### config.mk
export PLATFORM = sky130hd
export DESIGN_NAME = rotary_encoder_value_controller
export DESIGN_NICKNAME = d
export VERILOG_FILES = /design/src/rtl/revc_pkg.sv /design/src/rtl/revc_queue.sv /design/src/rtl/revc_front.sv /design/src/rtl/revc_back.sv /design/src/rtl/rotary_encoder_value_controller.sv
export SDC_FILE = /design/constraint.sdc
export NUM_CORES = 1
export LEC_CHECK = 0
export BUFFER_PORTS_ARGS = -buffer_cell sky130_fd_sc_hd__buf_2
export CAP_MARGIN = 20
export CORE_MARGIN = 1.5
export CORE_UTILIZATION = 55
export DETAILED_ROUTE_END_ITERATION = 8
export PLACE_DENSITY = 0.72
export SLEW_MARGIN = 20
export SYNTH_ARGS = -nofsm -noshare
export SYNTH_HDL_FRONTEND = slang
export SYNTH_SLANG_ARGS = --single-unit
### constraint.sdc
create_clock -name clk -period 6.1 [get_ports clk]
set_input_delay 0.305 -clock clk [delete_from_list [all_inputs] [get_ports clk]]
set_output_delay 0.305 -clock clk [all_outputs]
set_load 0.1 [all_outputs]
### src/rtl/revc_pkg.sv
package revc_pkg;

  localparam int VALUE_W     = 16;
  localparam int MULT_W      = 8;
  localparam int DIFF_W      = 8;
  localparam int LED_COUNT_W = 6;
  localparam int CFG_INDEX_W = 3;
  localparam int CFG_DATA_W  = 16;
  localparam int QUEUE_DEPTH = 2;

  typedef enum logic [1:0] {
    CMD_PHASE   = 2'd0,
    CMD_PROCESS = 2'd1,
    CMD_LOAD    = 2'd2,
    CMD_NONE    = 2'd3
  } cmd_t;

  typedef enum logic [CFG_INDEX_W-1:0] {
    REG_VALUE_MIN       = 3'd0,
    REG_VALUE_MAX       = 3'd1,
    REG_STEP_MULTIPLIER = 3'd2,
    REG_FAST_MULTIPLIER = 3'd3,
    REG_WRAP_ENABLE     = 3'd4,
    REG_LEDS_ENABLE     = 3'd5,
    REG_WIDE_MODE       = 3'd6
  } cfg_reg_t;

  typedef enum logic {
    OP_STEP = 1'b0,
    OP_LOAD = 1'b1
  } op_t;

  typedef struct packed {
    op_t                      op;
    logic signed [DIFF_W-1:0] diff;
    logic                     pressed;
    logic                     fast;
    logic [VALUE_W-1:0]       load_value;
  } action_t;

  typedef struct packed {
    logic [VALUE_W-1:0] value_min;
    logic [VALUE_W-1:0] value_max;
    logic [MULT_W-1:0]  step_multiplier;
    logic [MULT_W-1:0]  fast_multiplier;
    logic               wrap_enable;
    logic               leds_enable;
    logic               wide_mode;
  } cfg_t;

endpackage

### src/rtl/revc_queue.sv
module revc_queue (
  input  logic              clk,
  input  logic              rst,
  input  logic              push,
  input  revc_pkg::action_t push_data,
  output logic              full,
  input  logic              pop,
  output revc_pkg::action_t pop_data,
  output logic              not_empty
);
  import revc_pkg::*;

  localparam int PtrW   = (QUEUE_DEPTH > 1) ? $clog2(QUEUE_DEPTH) : 1;
  localparam int CountW = $clog2(QUEUE_DEPTH + 1);

  action_t           entries [QUEUE_DEPTH];
  logic [PtrW-1:0]   wr_ptr;
  logic [PtrW-1:0]   rd_ptr;
  logic [CountW-1:0] count;

  assign full      = (count == CountW'(QUEUE_DEPTH));
  assign not_empty = (count != '0);
  assign pop_data  = entries[rd_ptr];

  always_ff @(posedge clk) begin
    if (rst) begin
      wr_ptr <= '0;
      rd_ptr <= '0;
      count  <= '0;
    end else begin
      if (push) begin
        wr_ptr <= (wr_ptr == PtrW'(QUEUE_DEPTH - 1)) ? '0 : wr_ptr + 1'b1;
      end
      if (pop) begin
        rd_ptr <= (rd_ptr == PtrW'(QUEUE_DEPTH - 1)) ? '0 : rd_ptr + 1'b1;
      end
      case ({push, pop})
        2'b10:   count <= count + 1'b1;
        2'b01:   count <= count - 1'b1;
        default: count <= count;
      endcase
    end
  end

  always_ff @(posedge clk) begin
    if (push) begin
      entries[wr_ptr] <= push_data;
    end
  end

endmodule

### src/rtl/revc_front.sv
module revc_front (
  input  logic                          clk,
  input  logic                          rst,
  input  logic                          in_valid,
  output logic                          in_ready,
  input  logic [1:0]                    cmd,
  input  logic                          phase_a,
  input  logic                          phase_b,
  input  logic                          button_level,
  input  logic [revc_pkg::VALUE_W-1:0]  load_value,
  input  logic                          queue_full,
  output logic                          push,
  output revc_pkg::action_t             push_data
);
  import revc_pkg::*;

  localparam logic [7:0] FastIdleLimit = 8'd2;
  localparam logic [7:0] IdleMax       = 8'hFF;

  logic [1:0]        last_phase, last_phase_next;
  logic [7:0]        step_acc, step_acc_next;
  logic [7:0]        idle_count, idle_count_next;
  logic              button_held, button_held_next;
  logic [1:0]        now_phase;
  logic [1:0]        delta;
  logic              accept;
  logic              pressed;
  logic signed [5:0] detents;

  assign in_ready = !queue_full;
  assign accept   = in_valid && in_ready;

  always_comb begin
    now_phase        = {phase_a, phase_a ^ phase_b};
    delta            = last_phase - now_phase;
    detents          = $signed(step_acc[7:2]);
    pressed          = !button_level && !button_held;
    last_phase_next  = last_phase;
    step_acc_next    = step_acc;
    idle_count_next  = idle_count;
    button_held_next = button_held;
    push             = 1'b0;
    push_data.op         = OP_STEP;
    push_data.diff       = {{2{detents[5]}}, detents};
    push_data.pressed    = pressed;
    push_data.fast       = (idle_count < FastIdleLimit);
    push_data.load_value = load_value;
    if (accept) begin
      unique case (cmd_t'(cmd))
        CMD_PHASE: begin
          if (delta[0]) begin
            last_phase_next = now_phase;
            step_acc_next   = step_acc + (delta[1] ? 8'h01 : 8'hFF);
          end
        end
        CMD_PROCESS: begin
          step_acc_next    = {6'd0, step_acc[1:0]};
          button_held_next = !button_level;
          if ((detents == 6'sd0) && !pressed) begin
            if (idle_count != IdleMax) begin
              idle_count_next = idle_count + 8'd1;
            end
          end else begin
            push            = 1'b1;
            idle_count_next = '0;
          end
        end
        CMD_LOAD: begin
          push         = 1'b1;
          push_data.op = OP_LOAD;
        end
        default: begin
        end
      endcase
    end
  end

  always_ff @(posedge clk) begin
    if (rst) begin
      last_phase  <= '0;
      step_acc    <= '0;
      idle_count  <= '0;
      button_held <= 1'b0;
    end else begin
      last_phase  <= last_phase_next;
      step_acc    <= step_acc_next;
      idle_count  <= idle_count_next;
      button_held <= button_held_next;
    end
  end

endmodule

### src/rtl/revc_back.sv
module revc_back #(
  parameter int LED_SEGMENTS = 32
) (
  input  logic                             clk,
  input  logic                             rst,
  input  revc_pkg::cfg_t                   cfg,
  input  logic                             queue_valid,
  input  revc_pkg::action_t                queue_data,
  output logic                             pop,
  output logic                             out_valid,
  input  logic                             out_ready,
  output logic [revc_pkg::VALUE_W-1:0]     value,
  output logic [revc_pkg::LED_COUNT_W-1:0] led_count
);
  import revc_pkg::*;

  localparam int QuotW = $clog2(LED_SEGMENTS) + 1;
  localparam int NumW  = VALUE_W + QuotW;
  localparam int StepW = $clog2(QuotW + 1);

  typedef enum logic [2:0] {
    S_IDLE,
    S_MUL1,
    S_MUL2,
    S_SUM,
    S_PRESS,
    S_LED,
    S_DIV,
    S_OUT
  } state_t;

  state_t                   state;
  action_t                  act;
  logic signed [DIFF_W-1:0] diff;
  logic [VALUE_W-1:0]       t;
  logic [VALUE_W-1:0]       current_value;
  logic [VALUE_W-1:0]       value_q;
  logic [NumW-1:0]          num;
  logic [NumW-1:0]          dsh;
  logic [QuotW-1:0]         quot;
  logic [StepW-1:0]         steps;
  logic                     out_valid_q;

  logic [VALUE_W-1:0]       stored;
  logic [MULT_W-1:0]        mult_sel;
  logic [15:0]              product;
  logic signed [17:0]       sum;
  logic                     dpos;
  logic                     dneg;
  logic [VALUE_W-1:0]       clamped;
  logic [VALUE_W-1:0]       half;
  logic [VALUE_W-1:0]       pressed_t;
  logic [VALUE_W-1:0]       div_raw;
  logic [VALUE_W-1:0]       divisor;
  logic                     ge;

  assign pop       = (state == S_IDLE) && queue_valid;
  assign out_valid = out_valid_q;
  assign value     = value_q;
  assign led_count = LED_COUNT_W'(quot);

  always_comb begin
    stored   = cfg.wide_mode ? current_value : {8'h00, current_value[7:0]};
    mult_sel = (state == S_MUL2) ? cfg.fast_multiplier : cfg.step_multiplier;
    product  = {8'h00, diff} * {8'h00, mult_sel};
    sum      = $signed({2'b00, stored}) + $signed({{10{diff[7]}}, diff});
    dpos     = !diff[7] && (diff != '0);
    dneg     = diff[7];
    if (dpos && (sum > $signed({2'b00, cfg.value_max}))) begin
      clamped = cfg.wrap_enable ? cfg.value_min : cfg.value_max;
    end else if (dneg && (sum < $signed({2'b00, cfg.value_min}))) begin
      clamped = cfg.wrap_enable ? cfg.value_max : cfg.value_min;
    end else begin
      clamped = sum[VALUE_W-1:0];
    end
    half = cfg.value_max >> 1;
    if (t < half) begin
      pressed_t = half;
    end else if (t < cfg.value_max) begin
      pressed_t = cfg.value_max;
    end else begin
      pressed_t = cfg.value_min;
    end
    div_raw = cfg.value_max - cfg.value_min;
    divisor = (div_raw == '0) ? VALUE_W'(1) : div_raw;
    ge      = (num >= dsh);
  end

  always_ff @(posedge clk) begin
    if (rst) begin
      state         <= S_IDLE;
      out_valid_q   <= 1'b0;
      current_value <= '0;
    end else begin
      unique case (state)
        S_IDLE: begin
          if (queue_valid) begin
            act  <= queue_data;
            diff <= queue_data.diff;
            if (queue_data.op == OP_LOAD) begin
              t     <= cfg.wide_mode ? queue_data.load_value
                                     : {8'h00, queue_data.load_value[7:0]};
              state <= S_LED;
            end else begin
              state <= S_MUL1;
            end
          end
        end
        S_MUL1: begin
          diff  <= product[7:0];
          state <= act.fast ? S_MUL2 : S_SUM;
        end
        S_MUL2: begin
          diff  <= product[7:0];
          state <= S_SUM;
        end
        S_SUM: begin
          t     <= clamped;
          state <= S_PRESS;
        end
        S_PRESS: begin
          if (act.pressed) begin
            t <= pressed_t;
          end
          state <= S_LED;
        end
        S_LED: begin
          current_value <= cfg.wide_mode ? t : {8'h00, t[7:0]};
          value_q       <= cfg.wide_mode ? t : {8'h00, t[7:0]};
          num           <= NumW'(t) * NumW'(LED_SEGMENTS);
          dsh           <= NumW'(divisor) << (QuotW - 1);
          steps         <= StepW'(QuotW);
          quot          <= '0;
          if (!cfg.leds_enable) begin
            out_valid_q <= 1'b1;
            state       <= S_OUT;
          end else if (t >= divisor) begin
            quot        <= QuotW'(LED_SEGMENTS);
            out_valid_q <= 1'b1;
            state       <= S_OUT;
          end else begin
            state <= S_DIV;
          end
        end
        S_DIV: begin
          if (ge) begin
            num <= num - dsh;
          end
          quot  <= QuotW'({quot, ge});
          dsh   <= dsh >> 1;
          steps <= steps - 1'b1;
          if (steps == StepW'(1)) begin
            out_valid_q <= 1'b1;
            state       <= S_OUT;
          end
        end
        S_OUT: begin
          if (out_ready) begin
            out_valid_q <= 1'b0;
            state       <= S_IDLE;
          end
        end
        default: begin
          state <= S_IDLE;
        end
      endcase
    end
  end

`ifndef SYNTH
  a_valid_in_out_state: assert property (@(posedge clk) disable iff (rst)
    out_valid_q |-> (state == S_OUT))
    else $error("result shown outside the output state");

  a_led_count_capped: assert property (@(posedge clk) disable iff (rst)
    out_valid_q |-> (quot <= QuotW'(LED_SEGMENTS)))
    else $error("LED count above segment count");

  a_div_steps_left: assert property (@(posedge clk) disable iff (rst)
    (state == S_DIV) |-> (steps != '0))
    else $error("division ran past its last step");
`endif

endmodule

### src/rtl/rotary_encoder_value_controller.sv
// Quadrature encoder and push button front end that steers a bounded value.
// Input channel (in_valid/in_ready): each item carries cmd with the phase
// levels, the button level or a load value. A phase sample updates the step
// count only; a process item turns whole detents and new presses into a value
// step; a load item sets the value directly. Steps and loads produce one
// result on the output channel (out_valid/out_ready): the stored value and the
// number of lit bar segments. Phase samples, idle process items and the
// unused command produce nothing.
// The input side takes one item per cycle while the two-entry action queue
// has room. The back end works on one action at a time: a step passes through
// the multiply (again with the fast multiplier for fast steps), sum and press
// states and a load skips them; then the bar division, when LEDs are enabled
// and the value is below value_max - value_min, makes one quotient bit per cycle.
// The result stays in its output register until out_ready; the queue keeps
// taking items meanwhile and in_ready drops only when it is full.
// Synchronous reset clears the decoder, button and idle state, the value and
// all configuration to its defaults; no result is pending after reset.
// Configuration is written through cfg_we/cfg_index/cfg_data.
module rotary_encoder_value_controller #(
  parameter int LED_SEGMENTS = 32
) (
  input  logic                             clk,
  input  logic                             rst,
  input  logic                             in_valid,
  output logic                             in_ready,
  input  logic [1:0]                       cmd,
  input  logic                             phase_a,
  input  logic                             phase_b,
  input  logic                             button_level,
  input  logic [revc_pkg::VALUE_W-1:0]     load_value,
  output logic                             out_valid,
  input  logic                             out_ready,
  output logic [revc_pkg::VALUE_W-1:0]     value,
  output logic [revc_pkg::LED_COUNT_W-1:0] led_count,
  input  logic                             cfg_we,
  input  logic [revc_pkg::CFG_INDEX_W-1:0] cfg_index,
  input  logic [revc_pkg::CFG_DATA_W-1:0]  cfg_data
);
  import revc_pkg::*;

  cfg_t    cfg;
  logic    push;
  action_t push_data;
  logic    queue_full;
  logic    pop;
  action_t pop_data;
  logic    queue_valid;

  always_ff @(posedge clk) begin
    if (rst) begin
      cfg.value_min       <= VALUE_W'(0);
      cfg.value_max       <= VALUE_W'(255);
      cfg.step_multiplier <= MULT_W'(1);
      cfg.fast_multiplier <= MULT_W'(1);
      cfg.wrap_enable     <= 1'b0;
      cfg.leds_enable     <= 1'b0;
      cfg.wide_mode       <= 1'b0;
    end else if (cfg_we) begin
      unique case (cfg_reg_t'(cfg_index))
        REG_VALUE_MIN:       cfg.value_min       <= cfg_data[VALUE_W-1:0];
        REG_VALUE_MAX:       cfg.value_max       <= cfg_data[VALUE_W-1:0];
        REG_STEP_MULTIPLIER: cfg.step_multiplier <= cfg_data[MULT_W-1:0];
        REG_FAST_MULTIPLIER: cfg.fast_multiplier <= cfg_data[MULT_W-1:0];
        REG_WRAP_ENABLE:     cfg.wrap_enable     <= cfg_data[0];
        REG_LEDS_ENABLE:     cfg.leds_enable     <= cfg_data[0];
        REG_WIDE_MODE:       cfg.wide_mode       <= cfg_data[0];
        default: begin
        end
      endcase
    end
  end

  revc_front u_front (
    .clk          (clk),
    .rst          (rst),
    .in_valid     (in_valid),
    .in_ready     (in_ready),
    .cmd          (cmd),
    .phase_a      (phase_a),
    .phase_b      (phase_b),
    .button_level (button_level),
    .load_value   (load_value),
    .queue_full   (queue_full),
    .push         (push),
    .push_data    (push_data)
  );

  revc_queue u_queue (
    .clk       (clk),
    .rst       (rst),
    .push      (push),
    .push_data (push_data),
    .full      (queue_full),
    .pop       (pop),
    .pop_data  (pop_data),
    .not_empty (queue_valid)
  );

  revc_back #(
    .LED_SEGMENTS (LED_SEGMENTS)
  ) u_back (
    .clk         (clk),
    .rst         (rst),
    .cfg         (cfg),
    .queue_valid (queue_valid),
    .queue_data  (pop_data),
    .pop         (pop),
    .out_valid   (out_valid),
    .out_ready   (out_ready),
    .value       (value),
    .led_count   (led_count)
  );

endmodule
== Word level (Yosys, flattened, before mapping) ==
Memories as Yosys holds them, arrays and structs flattened. A register that Yosys moved wholly into a read port is not among the register bits.
Cells that the tools add are included.

* Bits in registers: 189
* Latch bits: 0
* RAM bits: 54
* Bits in read-only memories: 0
* Input bits: 45
* Output and inout port bits: 24
* Word-level logic and storage cells: 179
* Memories kept: 1

* Add/sub/neg operators: 11
* $mul: 1
* Div/mod/pow operators: 0
* $lt $le $gt $ge: 7
* Eq/ne operators: 29
* Shift-type cells: 0
* Mux-type cells: 54
* Bitwise operators: 3
* Reductions and logical operators: 46

{| class="wikitable"
|+ Memories
! name !! words !! width !! read ports !! clocked after Yosys merged registers in !! write ports !! RTL line !! text
|-
| u_queue.entries || 2 || 27 || 1 || 1 || 1 || revc_queue.sv:16 || <nowiki>action_t entries [QUEUE_DEPTH];</nowiki>
|}

{| class="wikitable"
|+ Operator list
! operator !! number
|-
| two-way mux 16 bit || 13
|-
| case mux 22 bit (2 select lines) || 2
|-
| two-way mux 8 bit || 6
|-
| case mux 16 bit (3 select lines) || 1
|-
| case mux 8 bit (2 select lines) || 2
|-
| case mux 3 bit (8 select lines) || 1
|-
| >= comparator 22 bit || 1
|-
| two-way mux 22 bit || 1
|-
| subtractor 22 bit || 1
|-
| equality test 3 bit (second input constant) || 7
|-
| AND reduction 3 bit || 7
|-
| AND reduction 2 bit || 10
|-
| adder 17 x 8 -> 18 bit || 1
|-
| greater-than comparator 18 x 17 -> 1 bit || 1
|-
| less-than comparator 18 x 17 -> 1 bit || 1
|-
| >= comparator 16 bit || 1
|-
| logical NOT 16 bit || 1
|-
| less-than comparator 16 x 15 -> 1 bit || 1
|-
| less-than comparator 16 bit || 1
|-
| two-way mux 1 bit || 16
|-
| subtractor 16 bit || 1
|-
| two-way mux 3 bit || 5
|-
| equality test 3 x 2 -> 1 bit (second input constant) || 4
|-
| two-way mux 6 bit || 2
|-
| 34 further kinds || 64
|}

== Logic depth before layout (Yosys ltp) ==
Gate-level depths: netlist (run 1).

* Depth in word-level cells: 9
* Depth in mapped cells: 21
* Mapped depth without buffers: 20

== By module ==
Synthesis (run 1) repeated with hierarchy kept, for this count alone.

* Cell total of the unflattened synthesis: 1689
* Area, all modules: 16520.8 um^2

{| class="wikitable"
|+ By module, submodules not included
! module !! instances !! cells each !! area each (um^2) !! sequential area each (um^2)
|-
| revc_back || 1 || 1200 || 10814.1 || 3223.1
|-
| revc_queue || 1 || 106 || 2150.8 || 1721.7
|-
| rotary_encoder_value_controller || 1 || 199 || 2119.5 || 1021.0
|-
| revc_front || 1 || 184 || 1436.4 || 380.4
|}

== Least setup slack after synthesis (run 1) ==
No wires, ideal clock.

* Path kind: register to register
* From: register u_back.diff[0]
* To: register u_back.t[13] (data pin)
* Data arrival time: 4213 ps
* Required time: 5829 ps
* Slack: 1615 ps
* Stages on the path, launching flop included: 21
* Path buffers: 2
* Clock period less this slack: 4485 ps
* Cell sequence: edfxtp_1 -> ha_1 -> fa_1 -> a21o_1 -> a221oi_2 -> o211a_4 -> nor3_1 -> o21a_1 -> or3_1 -> and2_1 -> ha_1 -> nand4_1 -> a2111oi_0 -> a2111oi_0 -> o21ai_1 -> o21ba_4 -> or2_1 -> buf_6 -> buf_6 -> o2111ai_2 -> o211ai_1

* Longest elaborated chain between the ends: 6
* Elaborated cells between the ends (all ways): 10
* Classes of those cells: add/sub (1); order compare (2); mux (3); reduce/logical (4)

{| class="wikitable"
|+ Ends and longest elaborated chain
! element !! RTL line !! text
|-
| start: declaration || revc_back.sv:34 || <nowiki>logic signed [DIFF_W-1:0] diff;</nowiki>
|-
| start signal: assignment || revc_back.sv:99 || <nowiki>diff <= queue_data.diff;</nowiki>
|-
| start signal: assignment || revc_back.sv:110 || <nowiki>diff <= product[7:0];</nowiki>
|-
| start signal: assignment || revc_back.sv:114 || <nowiki>diff <= product[7:0];</nowiki>
|-
| adder 17 x 8 -> 18 bit || revc_back.sv:66 || <nowiki>sum = $signed({2'b00, stored}) + $signed({{10{diff[7]}}, diff});</nowiki>
|-
| less-than comparator 18 x 17 -> 1 bit || revc_back.sv:71 || <nowiki>end else if (dneg && (sum < $signed({2'b00, cfg.value_min}))) begin</nowiki>
|-
| logical AND 1 bit || revc_back.sv:71 ||
|-
| two-way mux 16 bit || revc_back.sv:71 ||
|-
| two-way mux 16 bit (*) || revc_back.sv:69 || <nowiki>if (dpos && (sum > $signed({2'b00, cfg.value_max}))) begin</nowiki>
|-
| case mux 16 bit (3 select lines) (*) || revc_back.sv:95 || <nowiki>unique case (state)</nowiki>
|-
| end signal: assignment || revc_back.sv:101 || <nowiki>t <= cfg.wide_mode ? queue_data.load_value</nowiki>
|-
| end signal: assignment || revc_back.sv:118 || <nowiki>t <= clamped;</nowiki>
|-
| end signal: assignment || revc_back.sv:123 || <nowiki>t <= pressed_t;</nowiki>
|-
| end: declaration || revc_back.sv:35 || <nowiki>logic [VALUE_W-1:0] t;</nowiki>
|}

Mark *: on every way between the ends. The rest lies on a longest branch, timed or not.
A chain may end at the register's enable or synchronous reset.

== Worst setup path after layout (run 1) ==
* From: register u_back.diff[0]
* To: register u_back.t[11] (data pin)

Same word-level chain as after synthesis.

==> flow_summary_export.csv, run 1 <==
group,metric,value,unit
status,status,"finished, final reports clean",
detailed_routing,drt-wirelength-per-cell,20.04,µm
detailed_routing,drtIter0Drc,1455,
global_route,antenna_found_initial,0,
final_layout,drive_above_1_share,9.778,%
clock_tree,clkTransAtPathRegs,0.07,ns
detailed_routing,drc,0,
sta,drv_slew,0,
logic_synthesis,seq_area_frac_synth,38.36,%
sta,grt_setup_unrepaired,"no",
power_and_ir_drop,power,6.075,mW
critical_path,cp_max_fo,16,
clock_tree,cts_resized,0,
logic_synthesis,synth_top_family_by_area,"compound AO/OA/AOI/OAI gates",
sta,fin_crit_sh,87.40,%
clock_tree,clk_latency,0.55,ns
sta,finalHoldViolations,0,
final_layout,post_layout_nonfiller_instances,2236,
sta,tns,0,ns
final_layout,area_growth_syn_to_layout,12.06,%
power_and_ir_drop,power_leakage,7.302,nW
critical_path,crit_type,"reg -> reg",
min_path,hp-class,"in -> reg",
logic_synthesis,synth_mux_area_share,2.637,%
sta,tightest_slew,1.001,ns
logic_synthesis,synth-simple-area-share,17.30,%
sta,max_slew_margin,33.17,%
final_layout,fin_area,18190,µm²
logic_synthesis,synthAdderAreaFrac,14.31,%
clock_tree,cts_tree,"yes",
critical_path,cp-start-kind,"flop",
logic_synthesis,syn_inst,1760,
critical_path,end_kind,"flop",
place,port_buffers,68,
critical_path,worstPathRequired,6.38,ns
logic_synthesis,yosysUniqueCellTypes,81,
clock_tree,post_cts_buffers,0,
logic_synthesis,syn_nets,1981,
min_path,holdPathEnd,"cfg[20]",
clock_tree,cts-root-buf,"clkbuf_16",
sta,fin_crit,5.332,ns
logic_synthesis,synth_ff_type,"edfxtp_1",
die,core_area,28860,µm²
critical_path,rrSetupSlack,0.77,ns
logic_synthesis,synth_area,16230,µm²
global_route,grt_overflow,0,
logic_synthesis,synth_top_area_cell,"edfxtp_1",
clock_tree,h-tree-depth,1,
power_and_ir_drop,p_per_area,334.0,nW/µm²
detailed_routing,wl,44800,µm
global_route,grt_max_degree,72,
global_route,grt_pass1_wl,70520,µm
final_layout,nets,2051,
die,fp.dieH,174.8,µm
clock_tree,holdBufCountCts,24,
logic_synthesis,yosys.area.top_type_share,26.64,%
logic_synthesis,synthTopCellsByArea,"edfxtp_1, ha_1, dfxtp_1, nand2_1, a21oi_1",
die,row_count,62,
place,placed_area,16950,µm²
logic_synthesis,synthTopCellsByCount,"nand2_1, ha_1, edfxtp_1, a21oi_1, nor2_1",
detailed_routing,ant_nets,0,
die,die_w,174.8,µm
logic_synthesis,syn_avg_cell_area,9.221,µm²
place,post-dp-hpwl,33240,µm
min_path,hold_depth,2,
place,dp_cells,2161,
logic_synthesis,synth.most_common_cell,"nand2_1",
place,gp_congestion,0.9901,
final_layout,utilization,63.02,%
critical_path,reg2reg_from,"u_back.diff[0]",
logic_synthesis,synthArstFlopShare,0,%
min_path,hp-start,"cfg_data[1]",
global_route,track_usage,29.17,%
detailed_routing,first_pass_iters,5,
sta,setup_violations,0,
logic_synthesis,synth-edff-count,144,
sta,fin_worst_skew,0.01206,ns
flow_run,maxCapViolations,0,
critical_path,worstPathArrival,5.61,ns
logic_synthesis,synth_warnings,0,
logic_synthesis,synthXorXnorAreaFrac,3.400,%
die,io_pins,69,
power_and_ir_drop,irDropWorstVdd,0.2670,mV
critical_path,r2r_cells,18,
detailed_routing,vias_per_cell,6.081,
critical_path,r2r_end,"u_back.t[11]",
clock_tree,clkSinkCount,239,
clock_tree,clockBufferDepth,3,
die,start_util,56.24,%
logic_synthesis,ys_ff_latch,239,
logic_synthesis,synth_compound_area_share,19.49,%
detailed_routing,num_vias,13600,
global_route,first_global_vias,13090,
die,dieArea,30550,µm²
clock_tree,cts_buffers,27,
sta,max_freq,187.6,MHz
## worst max path at each step
stage                         from  cells past startpoint           end
finish              u_back.diff[0]                     18  u_back.t[11]
global route        u_back.diff[0]                     18  u_back.t[14]
CTS                 u_back.diff[0]                     17  u_back.t[11]
detailed placement  u_back.diff[0]                     17  u_back.t[11]
global placement    u_back.diff[0]                     17  u_back.t[11]
floorplan           u_back.diff[0]                     20  u_back.t[13]
## flip-flops by register name, summed over array words and instances, names as in the netlist, 3 cells and up, named ones only
name                  flops
cfg                      51
u_queue.entries          50
u_back.num               22
u_back.dsh               21
u_back.current_value     16
u_back.t                 16
u_back.value             16
u_back.diff               8
u_front.idle_count        8
u_front.step_acc          8
u_back.led_count          6
u_back.state              3
u_back.steps              3
## area by class of cell
class                           count  area, µm²
Fill cell                        2451      10670
Multi-Input combinational cell   1332       9320
Inverter                          120      450.4
Clock buffer                       39      838.3
Timing Repair Buffer              110      715.7
Tap cell                          384      480.5
Clock inverter                     11      151.4
Sequential cell                   239       6227
Antenna cell                        1      2.502
## routing by layer
metal  track usage, %  wire length, µm  vias to the layer above
li1                 -                -                     6543
met1            40.24            20020                     6459
met2            47.42            20470                      515
met3            4.091             3023                       80
met4            9.224             1284                        0
met5                0                0                        -
## cell families (layout without fill, tap and decap cells)
group,Yosys count,in the layout
AOI/OAI and AO/OA,467,467
xor gates and xnor gates,63,63
adders and majority gates,176,176
buffers and inverters,189,280
DFF,239,239
muxes,42,42
other,0,1
and+or+nand+nor,584,584
## power by group
part / leakage (nW) / switching [mW] / internal (mW)
Sequential: 2.08 / 0.211 / 1.92
Combinational: 4.73 / 1.33 / 0.843
Clock: 0.488 / 0.685 / 1.09
## worst max-delay path, cell delays in order, from the launching register on
cell,delay (ns)
edfxtp_1,0.50
ha_1,0.26
fa_1,0.41
a21o_1,0.21
a221oi_2,0.36
o211a_4,0.24
nor3_1,0.05
o21a_1,0.17
or3_1,0.32
and2_1,0.20
ha_1,0.30
nand4_1,0.11
a2111oi_0,0.07
a2111oi_0,0.37
o21ai_1,0.12
o21ba_4,0.37
or2_1,0.62
mux2i_1,0.27
o211ai_1,0.10
## through the flow
stage	hold WS, ns	setup slack, ns
2_1_floorplan	0.4039	1.615
3_3_place_gp	0.4418	0.9172
3_5_place_dp	0.4448	0.8504
4_1_cts	0.001298	0.8486
5_1_grt	0.02154	0.4458
6_report	0.02710	0.7684
## cells in the final DEF, fill, tap and decap left out, types with 18 or more instances in the layout
cell	n
mux2i_1	36
dfxtp_1	94
and2_1	35
edfxtp_1	144
o211ai_1	21
buf_4	18
a21o_1	40
ha_1	160
xnor2_1	48
nor2_1	117
nand2_1	217
dlygate4sd3_1	24
a21oi_1	124
inv_1	120
o21ai_0	95
nor2b_1	38
buf_2	68
o21a_1	24
nand3_1	30
clkbuf_16	30
nor3_1	33
Note: power is estimated with default switching activity, not from simulation.
==> run 2: changes to the inputs <==
--- a/config.mk
+++ b/config.mk
@@ -6,11 +6,13 @@
 export NUM_CORES = 1
 export LEC_CHECK = 0
 export BUFFER_PORTS_ARGS = -buffer_cell sky130_fd_sc_hd__buf_2
-export CAP_MARGIN = 20
+export CAP_MARGIN = 0
+export CELL_PAD_IN_SITES_DETAIL_PLACEMENT = 0
+export CELL_PAD_IN_SITES_GLOBAL_PLACEMENT = 2
 export CORE_MARGIN = 1.5
-export CORE_UTILIZATION = 55
+export CORE_UTILIZATION = 40
 export DETAILED_ROUTE_END_ITERATION = 8
-export PLACE_DENSITY = 0.72
+export PLACE_DENSITY_LB_ADDON = 0.05
 export SLEW_MARGIN = 20
 export SYNTH_ARGS = -nofsm -noshare
 export SYNTH_HDL_FRONTEND = slang
==> run 2 against run 1 <==
- register-to-register slack improved by 0.04 ns
- via count fell by 2.2%
- critical path type unchanged
- sequential share of layout area decreased by 0.25 points
- clock skew rose by 0.026 ns
- non-clock buffer count is 5 higher
- combinational power about the same
- total power is 1.0% lower
- routed wire length increased by 12%
- global-route usage is 5.1 points lower
- largest cell class unchanged
==> flow_summary_export.csv, run 2 (synthesis gave the netlist of run 1 again) <==
group,metric,value,unit
place,pre_cts_ws,0.8779,ns
min_path,hp-class,"in -> reg",
die,start_util,40.66,%
power_and_ir_drop,p_per_area,328.2,nW/µm²
power_and_ir_drop,pwr-share-comb,36.6,%
critical_path,worstPathArrival,5.60,ns
place,port_buffers,68,
clock_tree,holdBufCountCts,26,
power_and_ir_drop,switchingPower,2.274,mW
final_layout,utilization,45.90,%
status,status,"finished, final reports clean",
final_layout,top_register,"cfg",
power_and_ir_drop,power,6.014,mW
clock_tree,post_cts_buffers,0,
final_layout,largestRegisters,"cfg (51), u_queue.entries (50), u_back.num (22)",
die,io_pins,69,
detailed_routing,vias_per_cell,5.577,
sta,tns,0,ns
power_and_ir_drop,power_leakage,7.282,nW
sta,setup_violations,0,
final_layout,diodes,0,
sta,fin_ws,0.8044,ns
die,dieArea,41790,µm²
detailed_routing,drc,0,
final_layout,layout_common_cells,"nand2_1, ha_1, edfxtp_1",
die,core_area,39910,µm²
clock_tree,cts-root-buf,"clkbuf_16",
power_and_ir_drop,p_int,3.740,mW
clock_tree,clkSinkCount,239,
clock_tree,cts_buffers,29,
critical_path,end_kind,"flop",
die,row_count,73,
sta,max_freq,188.8,MHz
critical_path,critical-path-slowest-cell,"edfxtp_1",
power_and_ir_drop,irDropWorstVdd,0.2297,mV
detailed_routing,num_vias,13300,
clock_tree,cts_tree,"yes",
sta,fin_worst_skew,0.03840,ns
die,die_w,204.4,µm
flow_run,maxCapViolations,0,
critical_path,worstPathRequired,6.40,ns
final_layout,nets,2058,
power_and_ir_drop,p_sw_share,37.81,%
clock_tree,cts_resized,0,
clock_tree,clkTransAtPathRegs,0.06,ns
final_layout,fillers,3841,
sta,fin_crit,5.296,ns
detailed_routing,first_pass_iters,6,
final_layout,layout.cells.most_common,"nand2_1",
final_layout,drive_above_1_share,9.898,%
sta,tightest_slew,1.056,ns
global_route,grt_overflow,0,
clock_tree,clk_latency,0.58,ns
critical_path,max_stage_delay,0.51,ns
global_route,track_usage,24.07,%
critical_path,cp_max_fo,16,
sta,grt_setup_unrepaired,"no",
detailed_routing,drtIter0Drc,890,
sta,max_slew_margin,29.51,%
final_layout,area_growth_syn_to_layout,12.90,%
global_route,grt_max_degree,71,
place,post-dp-hpwl,37700,µm
critical_path,cp-start-kind,"flop",
global_route,first_global_vias,12810,
final_layout,largest_register_ffs,51,
global_route,grt_pass1_wl,76670,µm
clock_tree,h-tree-depth,1,
place,dp_cells,2305,
final_layout,post_layout_nonfiller_instances,2384,
power_and_ir_drop,p_clk_share,27.9,%
critical_path,cp_cell_sequence,"ha_1 -> fa_1 -> a21o_1 -> a221oi_2 -> o211a_4 -> nor3_1 -> o21a_1 -> or3_1 -> and2_1 -> ha_1 -> nand4_1 -> a2111oi_0 -> a2111oi_0 -> o21ai_1 -> o21ba_4 -> or2_1 -> buf_4 -> o211a_1 -> o311ai_1",
sta,fin_crit_sh,86.81,%
sta,finalHoldViolations,0,
place,gp_congestion,0.9144,
power_and_ir_drop,seqPwrFrac,35.5,%
global_route,antenna_found_initial,0,
detailed_routing,ant_nets,0,
critical_path,crit_type,"reg -> reg",
detailed_routing,drt-wirelength-per-cell,20.96,µm
clock_tree,clockBufferDepth,3,
die,fp.dieH,204.4,µm
detailed_routing,wl,49980,µm
sta,drv_slew,0,
-- run 2: changes by cell type in the layout (fill, tap and decap cells not counted), moves of 2 or more --
cell	delta
clkinv_2	+3
bufinv_16	-3
buf_4	+3
dlygate4sd3_1	+2
clkbuf_1	+3
-- run 2: metal layers --
| layer | up-vias | share of wire (%) | global-route usage [%] |
|---|---|---|---|
| met2 | 310 | 45 | 38.41 |
| met4 | 0 | 2.2 | 5.935 |
| met3 | 62 | 5.7 | 3.795 |
| li1 | 6564 | - | - |
| met5 | - | 0 | 0 |
| met1 | 6359 | 48 | 33.92 |
-- run 2: metrics by stage --
stage / instance area (µm²) / hold slack (ns)
2_1_floorplan: 16230 / 0.4039
5_1_grt: 18320 / 0.01740
3_5_place_dp: 17140 / 0.4466
3_3_place_gp: 17140 / 0.4405
6_report: 18320 / 0.02377
4_1_cts: 18320 / 0.004871
-- run 2: layout make-up --
cell class	count	area [µm²]	area share [%]
flip-flops and latches	239	6227	33.99
inverters	120	450.4	2.458
well taps	525	656.9	3.585
multi-input cells	1332	9308	50.80
repair buffers	115	758.2	4.138
clock buffers	42	855.8	4.671
clock inverters	11	66.31	0.3619
-- run 2: critical path: cells and delay by family, from the launching register on --
family | cells | cell delay, ns
and+or+nand+nor | 5 | 0.95
DFF | 1 | 0.51
adders and majority gates | 3 | 0.98
buffers and inverters | 1 | 0.26
AOI/OAI and AO/OA | 10 | 2.33
-- run 2: worst paths after layout --
check        slack, ns  cells after the start      endpoint      startpoint
max               0.80                     19  u_back.t[14]  u_back.diff[0]
min reg2reg       0.45                      2       cfg[18]         cfg[18]
min               0.02                      3       cfg[39]     cfg_data[4]
max reg2reg       0.80                     19  u_back.t[14]  u_back.diff[0]
-- run 2: power groups by stage --
stage	Combinational, mW	Clock (mW)	Sequential, mW
4_1_cts	2.20	1.71	2.13
5_1_grt	2.45	1.78	2.15
3_5_place_dp	2.18	0	2.17
2_1_floorplan	1.54	0	2.12
6_report	2.20	1.68	2.13
3_3_place_gp	2.17	0	2.16
